## config.mk

```make
export PLATFORM = sky130hd
export DESIGN_NAME = text_console_writer_with_scrollback
export DESIGN_NICKNAME = d
export VERILOG_FILES = /design/src/design/tcw_pkg.sv /design/src/design/tcw_div.sv /design/src/design/tcw_thumb.sv /design/src/design/tcw_store.sv /design/src/design/text_console_writer_with_scrollback.sv
export SDC_FILE = /design/constraint.sdc
export NUM_CORES = 1
export LEC_CHECK = 0
export BUFFER_PORTS_ARGS = -buffer_cell sky130_fd_sc_hd__buf_2
export CAP_MARGIN = 0
export CORE_MARGIN = 2
export CORE_UTILIZATION = 35
export CTS_BUF_LIST = sky130_fd_sc_hd__clkbuf_8
export CTS_CLUSTER_SIZE = 14
export DETAILED_ROUTE_END_ITERATION = 8
export GPL_TIMING_DRIVEN = 1
export MAX_ROUTING_LAYER = met4
export SLEW_MARGIN = 5
export SYNTH_ARGS = -nofsm -noshare
export SYNTH_HDL_FRONTEND = slang
export SYNTH_SLANG_ARGS = --single-unit
```

## constraint.sdc

```tcl
create_clock -name aclk -period 10.3 [get_ports aclk]
set_input_delay 1.03 -clock aclk [delete_from_list [all_inputs] [get_ports aclk]]
set_output_delay 1.03 -clock aclk [all_outputs]
set_load 0.01 [all_outputs]
```

## src/design/tcw_pkg.sv

```systemverilog
package tcw_pkg;

    parameter int COLUMNS_DEF       = 40;
    parameter int ROWS_DEF          = 28;
    parameter int HISTORY_LINES_DEF = 1024;
    parameter int TAB_SIZE_DEF      = 4;

    parameter int AREA_HEIGHT = 206;
    localparam logic [7:0] AREA_HEIGHT_B = 8'd206;
    localparam logic [7:0] AREA_TOP_B    = 8'd24;

    localparam logic [2:0] OP_CHAR      = 3'd0;
    localparam logic [2:0] OP_START     = 3'd1;
    localparam logic [2:0] OP_END       = 3'd2;
    localparam logic [2:0] OP_PAGE_UP   = 3'd3;
    localparam logic [2:0] OP_PAGE_DOWN = 3'd4;
    localparam logic [2:0] OP_LINE_UP   = 3'd5;
    localparam logic [2:0] OP_LINE_DOWN = 3'd6;

    localparam logic [7:0] CH_NUL   = 8'd0;
    localparam logic [7:0] CH_TAB   = 8'd9;
    localparam logic [7:0] CH_LF    = 8'd10;
    localparam logic [7:0] CH_CR    = 8'd13;
    localparam logic [7:0] CH_SPACE = 8'd32;

    typedef struct packed {
        logic [2:0] op;
        logic [7:0] ch;
    } in_item_t;

    typedef struct packed {
        logic        write_valid;
        logic [9:0]  write_line;
        logic [5:0]  write_col;
        logic [7:0]  write_char;
        logic [4:0]  cursor_row;
        logic [5:0]  cursor_col;
        logic [9:0]  view_top;
        logic [10:0] line_count;
        logic [7:0]  thumb_top;
        logic [7:0]  thumb_bottom;
        logic        last;
    } out_item_t;

endpackage

```

## src/design/tcw_div.sv

```systemverilog
module tcw_div #(
    parameter int NUM_W = 18,
    parameter int DEN_W = 11
) (
    input  logic             aclk,
    input  logic             aresetn,
    input  logic             start,
    input  logic [NUM_W-1:0] num_in,
    input  logic [DEN_W-1:0] den_in,
    output logic             done,
    output logic [NUM_W-1:0] quot
);
    localparam int CNT_W = $clog2(NUM_W + 1);

    logic             busy_reg;
    logic             done_reg;
    logic [CNT_W-1:0] cnt_reg;
    logic [NUM_W-1:0] num_reg;
    logic [NUM_W-1:0] quo_reg;
    logic [DEN_W-1:0] den_reg;
    logic [DEN_W-1:0] rem_reg;
    logic [DEN_W:0]   shifted;
    logic [DEN_W:0]   diff;
    logic             ge;

    assign shifted = {rem_reg, num_reg[NUM_W-1]};
    assign diff    = shifted - {1'b0, den_reg};
    assign ge      = shifted >= {1'b0, den_reg};

    always_ff @(posedge aclk) begin
        if (!aresetn) begin
            busy_reg <= 1'b0;
            done_reg <= 1'b0;
            cnt_reg  <= '0;
        end else begin
            done_reg <= 1'b0;
            if (start) begin
                busy_reg <= 1'b1;
                cnt_reg  <= CNT_W'(NUM_W);
                num_reg  <= num_in;
                den_reg  <= den_in;
                rem_reg  <= '0;
            end else if (busy_reg) begin
                rem_reg <= ge ? diff[DEN_W-1:0] : shifted[DEN_W-1:0];
                quo_reg <= {quo_reg[NUM_W-2:0], ge};
                num_reg <= {num_reg[NUM_W-2:0], 1'b0};
                cnt_reg <= cnt_reg - 1'b1;
                if (cnt_reg == CNT_W'(1)) begin
                    busy_reg <= 1'b0;
                    done_reg <= 1'b1;
                end
            end
        end
    end

    assign done = done_reg;
    assign quot = quo_reg;

endmodule

```

## src/design/tcw_thumb.sv

```systemverilog
module tcw_thumb #(
    parameter int ROWS          = tcw_pkg::ROWS_DEF,
    parameter int HISTORY_LINES = tcw_pkg::HISTORY_LINES_DEF
) (
    input  logic                                   aclk,
    input  logic                                   aresetn,
    input  logic                                   start,
    input  logic [$clog2(HISTORY_LINES+1)-1:0]     end_val,
    input  logic [$clog2(HISTORY_LINES)-1:0]       view,
    output logic                                   done,
    output logic [7:0]                             thumb_top,
    output logic [7:0]                             thumb_bottom
);
    import tcw_pkg::*;

    localparam int CNT_W  = $clog2(HISTORY_LINES + 1);
    localparam int LINE_W = $clog2(HISTORY_LINES);
    localparam int NUM_W  = $clog2(AREA_HEIGHT * HISTORY_LINES);
    localparam logic [NUM_W-1:0] H_NUM  = NUM_W'(AREA_HEIGHT * (ROWS - 1));
    localparam logic [CNT_W-1:0] PAGE_C = CNT_W'(ROWS - 1);

    typedef enum logic [2:0] {
        T_IDLE,
        T_DIV_H,
        T_MUL,
        T_START_T,
        T_DIV_T
    } tstate_t;

    tstate_t            state_reg;
    logic [CNT_W-1:0]   end_reg;
    logic [LINE_W-1:0]  view_reg;
    logic [7:0]         h_reg;
    logic [NUM_W-1:0]   prod_reg;
    logic               div_start_reg;
    logic [NUM_W-1:0]   div_num_reg;
    logic [CNT_W-1:0]   div_den_reg;
    logic               done_reg;
    logic [7:0]         top_reg;
    logic [7:0]         bottom_reg;
    logic               div_done;
    logic [NUM_W-1:0]   div_quot;
    logic [7:0]         h_next;
    logic [7:0]         h_gap;
    logic [LINE_W+7:0]  prod_full;
    logic [7:0]         t_val;

    tcw_div #(
        .NUM_W(NUM_W),
        .DEN_W(CNT_W)
    ) u_div (
        .aclk   (aclk),
        .aresetn(aresetn),
        .start  (div_start_reg),
        .num_in (div_num_reg),
        .den_in (div_den_reg),
        .done   (div_done),
        .quot   (div_quot)
    );

    always_comb begin
        if (div_quot == '0) begin
            h_next = 8'd1;
        end else if (div_quot > NUM_W'(AREA_HEIGHT)) begin
            h_next = AREA_HEIGHT_B;
        end else begin
            h_next = div_quot[7:0];
        end
    end

    assign h_gap     = AREA_HEIGHT_B - h_reg;
    assign prod_full = {{LINE_W{1'b0}}, h_gap} * {8'd0, view_reg};
    assign t_val     = div_quot[7:0];

    always_ff @(posedge aclk) begin
        if (!aresetn) begin
            state_reg     <= T_IDLE;
            div_start_reg <= 1'b0;
            done_reg      <= 1'b0;
            top_reg       <= '0;
            bottom_reg    <= '0;
        end else begin
            div_start_reg <= 1'b0;
            done_reg      <= 1'b0;
            case (state_reg)
                T_IDLE: begin
                    if (start) begin
                        end_reg       <= end_val;
                        view_reg      <= view;
                        div_num_reg   <= H_NUM;
                        div_den_reg   <= end_val + 1'b1;
                        div_start_reg <= 1'b1;
                        state_reg     <= T_DIV_H;
                    end
                end
                T_DIV_H: begin
                    if (div_done) begin
                        h_reg     <= h_next;
                        state_reg <= T_MUL;
                    end
                end
                T_MUL: begin
                    prod_reg  <= NUM_W'(prod_full);
                    state_reg <= T_START_T;
                end
                T_START_T: begin
                    div_num_reg   <= prod_reg;
                    div_den_reg   <= end_reg - PAGE_C;
                    div_start_reg <= 1'b1;
                    state_reg     <= T_DIV_T;
                end
                T_DIV_T: begin
                    if (div_done) begin
                        top_reg    <= AREA_TOP_B + t_val;
                        bottom_reg <= AREA_TOP_B + t_val + h_reg;
                        done_reg   <= 1'b1;
                        state_reg  <= T_IDLE;
                    end
                end
                default: begin
                    state_reg <= T_IDLE;
                end
            endcase
        end
    end

    assign done         = done_reg;
    assign thumb_top    = top_reg;
    assign thumb_bottom = bottom_reg;

`ifndef NO_ASSERTIONS
    a_thumb_order: assert property (@(posedge aclk) disable iff (!aresetn)
        done_reg |-> (bottom_reg > top_reg))
        else $error("thumb bottom not below thumb top");
`endif

endmodule

```

## src/design/tcw_store.sv

```systemverilog
module tcw_store #(
    parameter int COLUMNS       = tcw_pkg::COLUMNS_DEF,
    parameter int HISTORY_LINES = tcw_pkg::HISTORY_LINES_DEF
) (
    input  logic                              aclk,
    input  logic                              aresetn,
    input  logic                              wr_en,
    input  logic [$clog2(HISTORY_LINES)-1:0]  wr_slot,
    input  logic [$clog2(COLUMNS)-1:0]        wr_col,
    input  logic [7:0]                        wr_data,
    output logic                              busy
);
    import tcw_pkg::*;

    localparam int DEPTH  = COLUMNS * HISTORY_LINES;
    localparam int ADDR_W = $clog2(DEPTH);
    localparam int LINE_W = $clog2(HISTORY_LINES);
    localparam int COL_W  = $clog2(COLUMNS);

    logic [7:0]        mem [DEPTH];
    logic              busy_reg;
    logic [ADDR_W-1:0] clr_reg;
    logic              en1_reg;
    logic [LINE_W-1:0] slot1_reg;
    logic [COL_W-1:0]  col1_reg;
    logic [7:0]        data1_reg;
    logic              en2_reg;
    logic [ADDR_W-1:0] addr2_reg;
    logic [7:0]        data2_reg;

    always_ff @(posedge aclk) begin
        if (!aresetn) begin
            busy_reg <= 1'b1;
            clr_reg  <= '0;
            en1_reg  <= 1'b0;
            en2_reg  <= 1'b0;
        end else begin
            if (busy_reg) begin
                clr_reg <= clr_reg + 1'b1;
                if (clr_reg == ADDR_W'(DEPTH - 1)) begin
                    busy_reg <= 1'b0;
                end
            end
            en1_reg   <= wr_en;
            slot1_reg <= wr_slot;
            col1_reg  <= wr_col;
            data1_reg <= wr_data;
            en2_reg   <= en1_reg;
            addr2_reg <= ADDR_W'(slot1_reg) * ADDR_W'(COLUMNS) + ADDR_W'(col1_reg);
            data2_reg <= data1_reg;
        end
    end

    always_ff @(posedge aclk) begin
        if (busy_reg) begin
            mem[clr_reg] <= CH_SPACE;
        end else if (en2_reg) begin
            mem[addr2_reg] <= data2_reg;
        end
    end

    assign busy = busy_reg;

endmodule

```

## src/design/text_console_writer_with_scrollback.sv

```systemverilog
// Text console writer with scrollback.
// Input channel s_valid/s_ready/s_item carries one item: a character (op 0)
// or a scroll command (ops 1 to 6). Result channel m_valid/m_ready/m_item
// returns one result per written cell, or one result when nothing is
// written; the final result of an item has last set.
// Each item is handled to completion before the next one is taken.
// Each thumb update runs the bit-serial divider, which is W bits wide,
// where W is clog2(206*HISTORY_LINES) (18 at the defaults), and which is
// shared by the thumb height and position.
// A character that scrolls the view costs one thumb update for the snap
// plus one per new line; a tab writes TAB_SIZE cells, one result each.
// A finished result sits in the output register; s_ready returns while it
// waits. When the receiver stalls, an item with several results holds in
// its emit step until the register frees up.
// Reset (aresetn low, synchronous) clears cursor, counts, view and thumb,
// then the text store is filled with spaces, one cell per cycle; s_ready
// stays low during that pass.
module text_console_writer_with_scrollback #(
    parameter int COLUMNS       = tcw_pkg::COLUMNS_DEF,
    parameter int ROWS          = tcw_pkg::ROWS_DEF,
    parameter int HISTORY_LINES = tcw_pkg::HISTORY_LINES_DEF,
    parameter int TAB_SIZE      = tcw_pkg::TAB_SIZE_DEF
) (
    input  logic               aclk,
    input  logic               aresetn,
    input  logic               s_valid,
    output logic               s_ready,
    input  tcw_pkg::in_item_t  s_item,
    output logic               m_valid,
    input  logic               m_ready,
    output tcw_pkg::out_item_t m_item
);
    import tcw_pkg::*;

    localparam int CNT_W  = $clog2(HISTORY_LINES + 1);
    localparam int LINE_W = $clog2(HISTORY_LINES);
    localparam int ROW_W  = $clog2(ROWS);
    localparam int COL_W  = $clog2(COLUMNS);
    localparam int TAB_W  = $clog2(TAB_SIZE + 1);

    localparam logic [CNT_W-1:0]  PAGE_C    = CNT_W'(ROWS - 1);
    localparam logic [LINE_W-1:0] PAGE_L    = LINE_W'(ROWS - 1);
    localparam logic [LINE_W:0]   PAGE_X    = (LINE_W + 1)'(ROWS - 1);
    localparam logic [LINE_W:0]   HIST_X    = (LINE_W + 1)'(HISTORY_LINES);
    localparam logic [CNT_W-1:0]  LINES_MAX = CNT_W'(HISTORY_LINES);
    localparam logic [LINE_W-1:0] BASE_MAX  = LINE_W'(HISTORY_LINES - 1);
    localparam logic [ROW_W-1:0]  ROW_MAX   = ROW_W'(ROWS - 1);
    localparam logic [COL_W:0]    COL_LIM   = (COL_W + 1)'(COLUMNS);
    localparam logic [TAB_W-1:0]  TAB_C     = TAB_W'(TAB_SIZE);

    typedef enum logic [3:0] {
        ST_IDLE,
        ST_DECODE,
        ST_DISPATCH,
        ST_PUT,
        ST_NL,
        ST_NL2,
        ST_THUMB,
        ST_TWAIT,
        ST_EMIT
    } state_t;

    state_t            state_reg;
    state_t            ret_reg;
    logic [CNT_W-1:0]  lines_reg;
    logic [LINE_W-1:0] base_reg;
    logic [LINE_W-1:0] view_reg;
    logic [ROW_W-1:0]  row_reg;
    logic [COL_W-1:0]  col_reg;
    logic              wrapped_reg;
    logic [2:0]        op_reg;
    logic [7:0]        ch_reg;
    logic [7:0]        put_char_reg;
    logic [TAB_W-1:0]  puts_left_reg;
    logic              wv_reg;
    logic [LINE_W-1:0] wline_reg;
    logic [COL_W-1:0]  wcol_reg;
    logic [7:0]        wchar_reg;
    logic              m_valid_reg;
    out_item_t         m_item_reg;

    logic [CNT_W-1:0]  scroll_end;
    logic              big;
    logic [LINE_W-1:0] top_pos;
    logic [LINE_W-1:0] line_sum;
    logic [LINE_W:0]   slot_sum;
    logic [LINE_W-1:0] slot;
    logic [COL_W:0]    col_inc;
    logic [LINE_W:0]   view_p1;
    logic [LINE_W:0]   view_pp;
    logic              slot_free;
    logic              store_busy;
    logic              thumb_done;
    logic [7:0]        thumb_top;
    logic [7:0]        thumb_bottom;

    assign scroll_end = (lines_reg == '0) ? '0 : lines_reg - 1'b1;
    assign big        = scroll_end > PAGE_C;
    assign top_pos    = LINE_W'(scroll_end - PAGE_C);
    assign line_sum   = view_reg + LINE_W'(row_reg);
    assign slot_sum   = {1'b0, base_reg} + {1'b0, line_sum};
    assign slot       = (slot_sum >= HIST_X) ? LINE_W'(slot_sum - HIST_X) : LINE_W'(slot_sum);
    assign col_inc    = {1'b0, col_reg} + 1'b1;
    assign view_p1    = {1'b0, view_reg} + 1'b1;
    assign view_pp    = {1'b0, view_reg} + PAGE_X;
    assign slot_free  = !m_valid_reg || m_ready;

    tcw_store #(
        .COLUMNS      (COLUMNS),
        .HISTORY_LINES(HISTORY_LINES)
    ) u_store (
        .aclk   (aclk),
        .aresetn(aresetn),
        .wr_en  (state_reg == ST_PUT),
        .wr_slot(slot),
        .wr_col (col_reg),
        .wr_data(put_char_reg),
        .busy   (store_busy)
    );

    tcw_thumb #(
        .ROWS         (ROWS),
        .HISTORY_LINES(HISTORY_LINES)
    ) u_thumb (
        .aclk        (aclk),
        .aresetn     (aresetn),
        .start       (state_reg == ST_THUMB),
        .end_val     (scroll_end),
        .view        (view_reg),
        .done        (thumb_done),
        .thumb_top   (thumb_top),
        .thumb_bottom(thumb_bottom)
    );

    always_ff @(posedge aclk) begin
        if (!aresetn) begin
            state_reg     <= ST_IDLE;
            ret_reg       <= ST_IDLE;
            lines_reg     <= '0;
            base_reg      <= '0;
            view_reg      <= '0;
            row_reg       <= '0;
            col_reg       <= '0;
            wrapped_reg   <= 1'b0;
            puts_left_reg <= '0;
            m_valid_reg   <= 1'b0;
        end else begin
            if (state_reg == ST_EMIT && slot_free) begin
                m_valid_reg             <= 1'b1;
                m_item_reg.write_valid  <= wv_reg;
                m_item_reg.write_line   <= 10'(wline_reg);
                m_item_reg.write_col    <= 6'(wcol_reg);
                m_item_reg.write_char   <= wchar_reg;
                m_item_reg.cursor_row   <= 5'(row_reg);
                m_item_reg.cursor_col   <= 6'(col_reg);
                m_item_reg.view_top     <= 10'(view_reg);
                m_item_reg.line_count   <= 11'(lines_reg);
                m_item_reg.thumb_top    <= thumb_top;
                m_item_reg.thumb_bottom <= thumb_bottom;
                m_item_reg.last         <= (puts_left_reg == '0);
            end else if (m_ready) begin
                m_valid_reg <= 1'b0;
            end

            case (state_reg)
                ST_IDLE: begin
                    if (s_valid && s_ready) begin
                        op_reg    <= s_item.op;
                        ch_reg    <= s_item.ch;
                        state_reg <= ST_DECODE;
                    end
                end
                ST_DECODE: begin
                    puts_left_reg <= '0;
                    wv_reg        <= 1'b0;
                    wline_reg     <= '0;
                    wcol_reg      <= '0;
                    wchar_reg     <= '0;
                    if (op_reg == OP_CHAR) begin
                        if (big) begin
                            view_reg  <= top_pos;
                            ret_reg   <= ST_DISPATCH;
                            state_reg <= ST_THUMB;
                        end else begin
                            state_reg <= ST_DISPATCH;
                        end
                    end else if (!big) begin
                        state_reg <= ST_EMIT;
                    end else begin
                        ret_reg   <= ST_EMIT;
                        state_reg <= ST_THUMB;
                        case (op_reg)
                            OP_START: begin
                                view_reg <= '0;
                            end
                            OP_END: begin
                                view_reg <= top_pos;
                            end
                            OP_PAGE_UP: begin
                                view_reg <= (view_reg > PAGE_L) ? view_reg - PAGE_L : '0;
                            end
                            OP_PAGE_DOWN: begin
                                view_reg <= (view_pp > {1'b0, top_pos}) ? top_pos
                                                                        : LINE_W'(view_pp);
                            end
                            OP_LINE_UP: begin
                                view_reg <= (view_reg != '0) ? view_reg - 1'b1 : '0;
                            end
                            OP_LINE_DOWN: begin
                                view_reg <= (view_p1 > {1'b0, top_pos}) ? top_pos
                                                                        : LINE_W'(view_p1);
                            end
                            default: begin
                                state_reg <= ST_EMIT;
                            end
                        endcase
                    end
                end
                ST_DISPATCH: begin
                    case (ch_reg)
                        CH_NUL: begin
                            state_reg <= ST_EMIT;
                        end
                        CH_LF: begin
                            wrapped_reg <= 1'b0;
                            if (!wrapped_reg) begin
                                ret_reg   <= ST_EMIT;
                                state_reg <= ST_NL;
                            end else begin
                                state_reg <= ST_EMIT;
                            end
                        end
                        CH_CR: begin
                            col_reg   <= '0;
                            state_reg <= ST_EMIT;
                        end
                        CH_TAB: begin
                            puts_left_reg <= TAB_C;
                            put_char_reg  <= CH_SPACE;
                            state_reg     <= ST_PUT;
                        end
                        default: begin
                            wrapped_reg   <= 1'b0;
                            puts_left_reg <= TAB_W'(1);
                            put_char_reg  <= ch_reg;
                            state_reg     <= ST_PUT;
                        end
                    endcase
                end
                ST_PUT: begin
                    wv_reg        <= 1'b1;
                    wline_reg     <= line_sum;
                    wcol_reg      <= col_reg;
                    wchar_reg     <= put_char_reg;
                    puts_left_reg <= puts_left_reg - 1'b1;
                    if (col_inc >= COL_LIM) begin
                        col_reg     <= '0;
                        wrapped_reg <= 1'b1;
                        ret_reg     <= ST_EMIT;
                        state_reg   <= ST_NL;
                    end else begin
                        col_reg   <= COL_W'(col_inc);
                        state_reg <= ST_EMIT;
                    end
                end
                ST_NL: begin
                    if (lines_reg < LINES_MAX) begin
                        lines_reg <= lines_reg + 1'b1;
                    end else begin
                        base_reg <= (base_reg == BASE_MAX) ? '0 : base_reg + 1'b1;
                    end
                    if (row_reg < ROW_MAX) begin
                        row_reg <= row_reg + 1'b1;
                    end
                    col_reg   <= '0;
                    state_reg <= ST_NL2;
                end
                ST_NL2: begin
                    if (big) begin
                        view_reg  <= (view_p1 > {1'b0, top_pos}) ? top_pos : LINE_W'(view_p1);
                        state_reg <= ST_THUMB;
                    end else begin
                        state_reg <= ret_reg;
                    end
                end
                ST_THUMB: begin
                    state_reg <= ST_TWAIT;
                end
                ST_TWAIT: begin
                    if (thumb_done) begin
                        state_reg <= ret_reg;
                    end
                end
                ST_EMIT: begin
                    if (slot_free) begin
                        state_reg <= (puts_left_reg != '0) ? ST_PUT : ST_IDLE;
                    end
                end
                default: begin
                    state_reg <= ST_IDLE;
                end
            endcase
        end
    end

    assign s_ready = (state_reg == ST_IDLE) && !store_busy;
    assign m_valid = m_valid_reg;
    assign m_item  = m_item_reg;

`ifndef NO_ASSERTIONS
    a_one_item: assert property (@(posedge aclk) disable iff (!aresetn)
        (s_valid && s_ready) |=> !s_ready)
        else $error("item accepted while another is in flight");

    a_view_range: assert property (@(posedge aclk) disable iff (!aresetn)
        (view_reg == '0) || (big && (CNT_W'(view_reg) <= scroll_end - PAGE_C)))
        else $error("view beyond scroll range");

    a_cursor_range: assert property (@(posedge aclk) disable iff (!aresetn)
        (row_reg <= ROW_MAX) && ({1'b0, col_reg} < COL_LIM))
        else $error("cursor outside window");

    a_lines_range: assert property (@(posedge aclk) disable iff (!aresetn)
        (lines_reg <= LINES_MAX) && ((lines_reg == LINES_MAX) || (base_reg == '0)))
        else $error("ring base moved before history filled");
`endif

endmodule

```

==> out/qor.csv, run 1 <==
stage,metric,value,unit
placement,hpwl,30170,um
power_and_ir_drop,p_leak,8.232,nW
global_route,grt_pass1_vias,13230,
setup_path,crit_arrival,6.75,ns
setup_path,end_kind,flip-flop,
global_route,antenna_found_initial,1,
yosys,synthArstFlopShare,0,
setup_path,crit_family,adder cells,
clock_network,clk_latency,0.65,ns
outcome,violations,antenna violations,
finish,largest_reg_flops,74,
route,dr.pass1.iters,5,
clock_network,post_cts_buffers,0,
yosys,yosysTopAreaCell,edfxtp_1,
setup_path,path_class,reg -> reg,
power_and_ir_drop,combPwrFrac,0.005,
die,boundaryPins,91,
power_and_ir_drop,cellInternalPower,2.109,mW
setup_path,crit_path_end,u_thumb.prod_reg[17],
global_route,overflow,0,
die,rows,85,
global_route,grt_max_degree,75,
sta,setup-violations-final,0,
sta,worst_slack,4.014,ns
route,wl,42170,um
setup_path,cp-startpoint,u_thumb.h_reg[0],
clock_network,cts-root-buf,clkbuf_8,
global_route,met1_usage,0.1983,
power_and_ir_drop,switching_power,0.5642,mW
hold_path,hold_path.class,reg -> reg,
setup_path,cp_cell_sequence,ha_1 -> nand3_1 -> nor3b_1 -> xor2_1 -> nand2_1 -> fa_1 -> fa_1 -> inv_1 -> fa_1 -> inv_1 -> fa_1 -> inv_1 -> ha_1 -> a21boi_0 -> o21ai_0 -> a21boi_0 -> o21ai_0 -> a21boi_0 -> o21ai_0 -> a21o_1 -> a211oi_1,
finish,layout_commonest_cell,edfxtp_1,
sta,setup_tns,0,ns
setup_path,rrSetupSlack,4.01,ns
sta,hold_viol,0,
die,dieArea,55800,um2
finish,drive_above_1_share,0.1211,
route,drtIter0Drc,891,
route,post_drt_wl_per_cell,16.15,um
yosys,synth_area_leaders,"edfxtp_1 (40%), dfxtp_1 (9.3%), ha_1 (6.1%)",
setup_path,cp_num_buf_inv,3,
power_and_ir_drop,p_sw_frac,0.2111,
route,routed_via_density,5.049,
sta,period_minus_slack,6.286,ns
placement,pre_cts_slack,3.980,ns
clock_network,htree_levels,2,
route,vias,13180,
yosys,avgSynthCellArea,10.66,um2
route,drc,0,
sta,maxSlewHeadroom,0.1785,
yosys,syn-num-nets,1928,
finish,num-nets-final,2018,
clock_network,cts_tree,yes,
outcome,status,"complete, but fails checks",
die,initial_core_util,0.3521,
power_and_ir_drop,p_clk_frac,0.451,
clock_network,cts_made_buffers,56,
setup_path,rr_worst_depth,21,
job,maxCapViolations,0,
die,die_x,236.2,um
yosys,synth_top_cell_area_share,0.4009,
clock_network,ctsHoldBuffers,0,
yosys,synth_warnings,0,
finish,multi_input_area,8703,um2
sta,fin_crit_sh,0.6103,
global_route,grt_util_all_layers,0.1572,
placement,io_buffers,90,
yosys,syn_area,18880,um2
power_and_ir_drop,p_seq_frac,0.544,
finish,synthToLayoutAreaGrowth,12.32,%
setup_path,worstReg2RegEnd,u_thumb.prod_reg[17],
yosys,synth_edf_count,252,
power_and_ir_drop,power_density,126.1,nW/um2
finish,fillCellCount,5258,
yosys,synth_cell_types,81,
clock_network,postCtsResizedCells,0,
yosys,synthFlopType,edfxtp_1,
sta,fmax,0.1591,GHz
finish,mostFrequentLayoutCells,"edfxtp_1 (252), inv_1 (173), nor2_1 (163)",
finish,seq_area,9329,um2
setup_path,startpoint_type,flip-flop,
setup_path,crit_top_cell,fa_1,
setup_path,path_max_fanout,14,
die,fp.coreArea,53600,um2
sta,slew_viol_final,0,
clock_network,clk_transition_reported_paths,0.06,ns
setup_path,required,10.76,ns
clock_network,cts_buffer_depth,3,
finish,post-route-util,0.3955,
yosys,synth.ff_latch_count,340,
global_route,gr-max-usage-layer,met2,
power_and_ir_drop,power.total,2.673,mW
yosys,synth_cells,1770,
sta,fin_skew,0.02558,ns
sta,rsz0062_at_grt,no,
clock_network,cts_sinks,340,
placement,place.gp.congestion,0.8761,
setup_path,critical_path.max_stage_delay,0.57,ns
setup_path,critical_path_depth,21,
yosys,ys_seq_area_frac,0.4942,
global_route,grt_use_met2,0.2582,
die,die_h,236.2,um
route,detail-route-antenna-nets,1,
global_route,grt_pass1_wl,69020,um
setup_path,r2r_start,u_thumb.h_reg[0],
power_and_ir_drop,ir_drop,0.09962,mV
setup_path,crit_slowest_cell,edfxtp_1,
global_route,met3_usage,0.02247,
sta,worstMarginPinSlew,1.223,ns
[worst register-to-register path, stage by stage (launching register included)]
cell      delay, ns
edfxtp_1       0.57
ha_1           0.31
nand3_1        0.12
nor3b_1        0.24
xor2_1         0.48
nand2_1        0.17
fa_1           0.51
fa_1           0.55
inv_1          0.06
fa_1           0.53
inv_1          0.05
fa_1           0.52
inv_1          0.04
ha_1           0.30
a21boi_0       0.25
o21ai_0        0.14
a21boi_0       0.27
o21ai_0        0.15
a21boi_0       0.26
o21ai_0        0.17
a21o_1         0.21
a211oi_1       0.22
[through the flow]
| step | hold WS [ns] | instance area [um2] | instances |
|---|---|---|---|
| after floorplan | 0.4003 | 18880 | 1770 |
| after global placement | 0.4040 | 20030 | 2498 |
| after detailed placement | 0.4045 | 20030 | 2498 |
| after CTS | 0.4170 | 21180 | 2604 |
| after global routing | 0.4227 | 21190 | 2605 |
| final | 0.4125 | 21200 | 2611 |
[routing by layer]
| metal | part of all wire | up-vias |
|---|---|---|
| met5 | 0 | - |
| met3 | 0.039 | 82 |
| met4 | 0.026 | 0 |
| met1 | 0.45 | 6381 |
| met2 | 0.48 | 266 |
| li1 | - | 6455 |
[cells in the mapped netlist (14+ instances only)]
cell / count
o21ai_0: 68
inv_1: 151
and3_1: 14
dfxtp_1: 88
fa_1: 51
nand3_1: 31
ha_1: 92
and2_1: 79
edfxtp_1: 252
a21o_1: 14
clkbuf_1: 56
xnor2_1: 55
or3_1: 26
nor2_1: 165
mux2i_1: 31
nor2b_1: 23
a211oi_1: 18
nand2_1: 141
a21oi_1: 85
nand4_1: 23
mux2_2: 23
nor4_1: 14
xor2_1: 45
nor3_1: 33
nand2b_1: 16
[how the worst min path moves through the flow]
stage	to	depth (start not counted)	from	slack, ns
detailed placement	m_item[51]	0	wchar_reg[2]	0.40
CTS	m_item[51]	0	wchar_reg[2]	0.42
finish	m_item[49]	0	wchar_reg[0]	0.41
floorplan	m_item[49]	0	wchar_reg[0]	0.40
global placement	m_item[59]	0	wcol_reg[2]	0.40
global route	m_item[60]	0	wcol_reg[3]	0.42
[power by group through the flow]
stage	sequential, mW	clock, mW	combinational (mW)
CTS	1.45	1.25	0.0136
finish	1.45	1.21	0.0132
global placement	1.48	0	0.0133
detailed placement	1.48	0	0.0136
floorplan	1.48	0	0.00719
global route	1.45	1.30	0.0149
[cell families after synthesis]
logic type	after synthesis	synth area share
and+or+nand+nor	609	0.1622
DFF	340	0.4942
AOI/OAI and AO/OA	297	0.1029
buffers and inverters	224	0.04607
adders and majority gates	144	0.1156
xor gates and xnor gates	102	0.04879
muxes	54	0.03016
[cell type report]
cell class,count,area share
multi-input cells,1206,0.4105
flip-flops and latches,340,0.4400
repair buffers,104,0.02620
clock inverters,41,0.01222
clock buffers,65,0.04220
diodes,7,0.0008263
well taps,696,0.04108
inverters,152,0.02691
Power figures use the tool's default switching activity.
==> run 2, diff against run 1 <==
ABC_AREA = 1   (was not set)
clock period = 5.2 ns   (was 10.3 ns; I/O delays follow)
==> out/qor.csv, run 2 <==
stage,metric,value,unit
job,maxCapViolations,0,
yosys,syn-num-nets,2241,
yosys,synthTopCellsByCount,"nand2_1 (365), inv_1 (364), edfxtp_1 (252)",
finish,drive_above_1_share,0.1645,
die,die_h,237.6,um
yosys,synth_warnings,0,
yosys,synth_compound_area_frac,0.08743,
setup_path,end_kind,flip-flop,
finish,fillCellCount,5303,
yosys,synthArstFlopShare,0,
die,rows,85,
sta,fin_worst_hold_slack,0.05242,ns
route,drtIter0Drc,876,
placement,io_buffers,90,
clock_network,cts-root-buf,clkbuf_8,
setup_path,required,5.61,ns
setup_path,critical_path.max_stage_delay,0.51,ns
setup_path,path_class,reg -> reg,
route,drc,0,
placement,hpwl,34510,um
finish,largest_reg_flops,74,
global_route,antenna_found_initial,1,
sta,maxSlewHeadroom,0.2979,
finish,layout_commonest_cell,inv_1,
finish,mostFrequentLayoutCells,"inv_1 (376), nand2_1 (358), edfxtp_1 (252)",
yosys,synth_cells,2083,
power_and_ir_drop,power_density,256.6,nW/um2
yosys,yosysTopAreaCell,edfxtp_1,
yosys,synthFlopType,edfxtp_1,
sta,fmax,0.1930,GHz
route,routed_via_density,4.843,
clock_network,cts_sinks,340,
power_and_ir_drop,power.total,5.682,mW
sta,setup-violations-final,0,
yosys,synth_adder_area_share,0.1138,
yosys,synth.ff_latch_count,340,
yosys,synthMuxAreaShare,0,
die,boundaryPins,91,
clock_network,clk_latency,0.66,ns
finish,num-nets-final,2412,
sta,rsz0062_at_grt,yes,
yosys,synth_top_family_by_area,simple AND/OR/NAND/NOR gates,
setup_path,path_max_fanout,3,
route,dr.pass1.iters,5,
yosys,synth_area_leaders,"edfxtp_1 (40%), dfxtp_1 (9.2%), nand2_1 (7.2%)",
die,dieArea,56430,um2
sta,fin_skew,0.03579,ns
sta,worstMarginPinSlew,1.049,ns
power_and_ir_drop,p_leak,9.684,nW
sta,period_minus_slack,5.182,ns
global_route,grt_pass1_vias,14630,
route,post_drt_wl_per_cell,15.58,um
sta,slew_viol_final,0,
setup_path,crit_slowest_cell,fa_1,
die,initial_core_util,0.3541,
yosys,synth-simple-area-share,0.1914,
outcome,status,"finished, final reports clean",
yosys,synth_edf_count,252,
yosys,synth_xor_area_frac,0.03251,
clock_network,cts_made_buffers,58,
setup_path,crit_top_cell,fa_1,
yosys,synth_cell_types,57,
global_route,overflow,0,
yosys,synthMostInstantiatedCell,nand2_1,
die,die_x,237.6,um
clock_network,htree_levels,2,
global_route,grt_pass1_wl,75380,um
setup_path,startpoint_type,flip-flop,
route,vias,14530,
clock_network,clk_transition_reported_paths,0.06,ns
yosys,synth_top_cell_area_share,0.3964,
finish,synthToLayoutAreaGrowth,15.97,%
route,wl,46760,um
yosys,syn_area,19090,um2
sta,fin_crit_sh,0.9965,
global_route,grt_max_degree,73,
yosys,avgSynthCellArea,9.165,um2
clock_network,ctsHoldBuffers,0,
placement,place.gp.congestion,0.9563,
sta,hold_viol,0,
power_and_ir_drop,ir_drop,0.2031,mV
clock_network,cts_buffer_depth,3,
yosys,ys_seq_area_frac,0.4887,
hold_path,hold_path.class,in -> reg,
global_route,grt_util_all_layers,0.1726,
clock_network,cts_tree,yes,
setup_path,crit_arrival,5.59,ns
die,fp.coreArea,53920,um2
route,detail-route-antenna-nets,0,
## run 2: cell type report
class                           count  area [um2]  share of cell area
Clock inverter                     48       331.6             0.01498
Sequential cell                   340        9329              0.4214
Multi-Input combinational cell   1312        8327              0.3761
Tap cell                          696       870.8             0.03933
Timing Repair Buffer              159       988.4             0.04465
Inverter                          383        1438             0.06493
Antenna cell                        1       2.502           0.0001130
Clock buffer                       62       853.3             0.03854
## run 2: metal layers
metal	vias up	GRT usage	routed length, um	share of wire
met2	345	0.2894	22500	0.48
met4	0	0.05965	1248	0.027
li1	7197	-	-	-
met5	-	-	0	0
met1	6904	0.2104	20740	0.44
met3	88	0.02996	2274	0.049
## run 2: cells by family (layout without fill, tap and decap cells)
kind of cell / count (synthesis) / in the layout
AOI/OAI and AO/OA: 289 / 289
xor gates and xnor gates: 70 / 70
adders and majority gates: 143 / 143
buffers and inverters: 431 / 652
DFF: 340 / 340
other: 0 / 1
and+or+nand+nor: 810 / 810
## run 2: report_power, final
| group | total (mW) | switching [mW] | internal, mW |
|---|---|---|---|
| logic | 0.230 | 0.159 | 0.0713 |
| clock network | 2.46 | 1.11 | 1.35 |
| registers | 2.99 | 0.0276 | 2.96 |
## run 2: metrics by stage
| step | setup TNS, ns | cell area [um2] | cells | util | setup slack (ns) |
|---|---|---|---|---|---|
| after detailed placement | -0.3974 | 20780 | 2882 | 0.3854 | -0.1767 |
| after global placement | -0.1829 | 20780 | 2882 | 0.3854 | -0.09351 |
| after floorplan | 0 | 19180 | 2083 | - | 0.003668 |
| after CTS | 0 | 22040 | 2996 | 0.4087 | 0.004833 |
| final | 0 | 22140 | 3001 | 0.4106 | 0.01831 |
| after global routing | -0.5355 | 22140 | 3001 | 0.4106 | -0.2570 |
## run 2: path summary, 6_finish.rpt
path / slack [ns] / cells past startpoint / to / start
worst max register to register: 0.02 / 27 / u_thumb.prod_reg[17] / u_thumb.h_reg[1]
worst max-delay path: 0.02 / 27 / u_thumb.prod_reg[17] / u_thumb.h_reg[1]
worst min-delay path: 0.05 / 1 / ch_reg[3] / s_item[3]
worst min register to register: 0.42 / 0 / m_item[60] / wcol_reg[3]
## run 2: critical path: cells and delay by family, from the launching register on
family	cells	cell delay [ns]
DFF	1	0.43
and+or+nand+nor	9	0.89
xor gates and xnor gates	2	0.35
buffers and inverters	4	0.20
adders and majority gates	5	2.21
AOI/OAI and AO/OA	7	0.85
## run 2: timing repair
item / CTS / global route
pin swaps: 17 / 37
setup buffers: 4 / 4
resized for setup: 13 / 25
setup endpoints to repair: 4 / 4
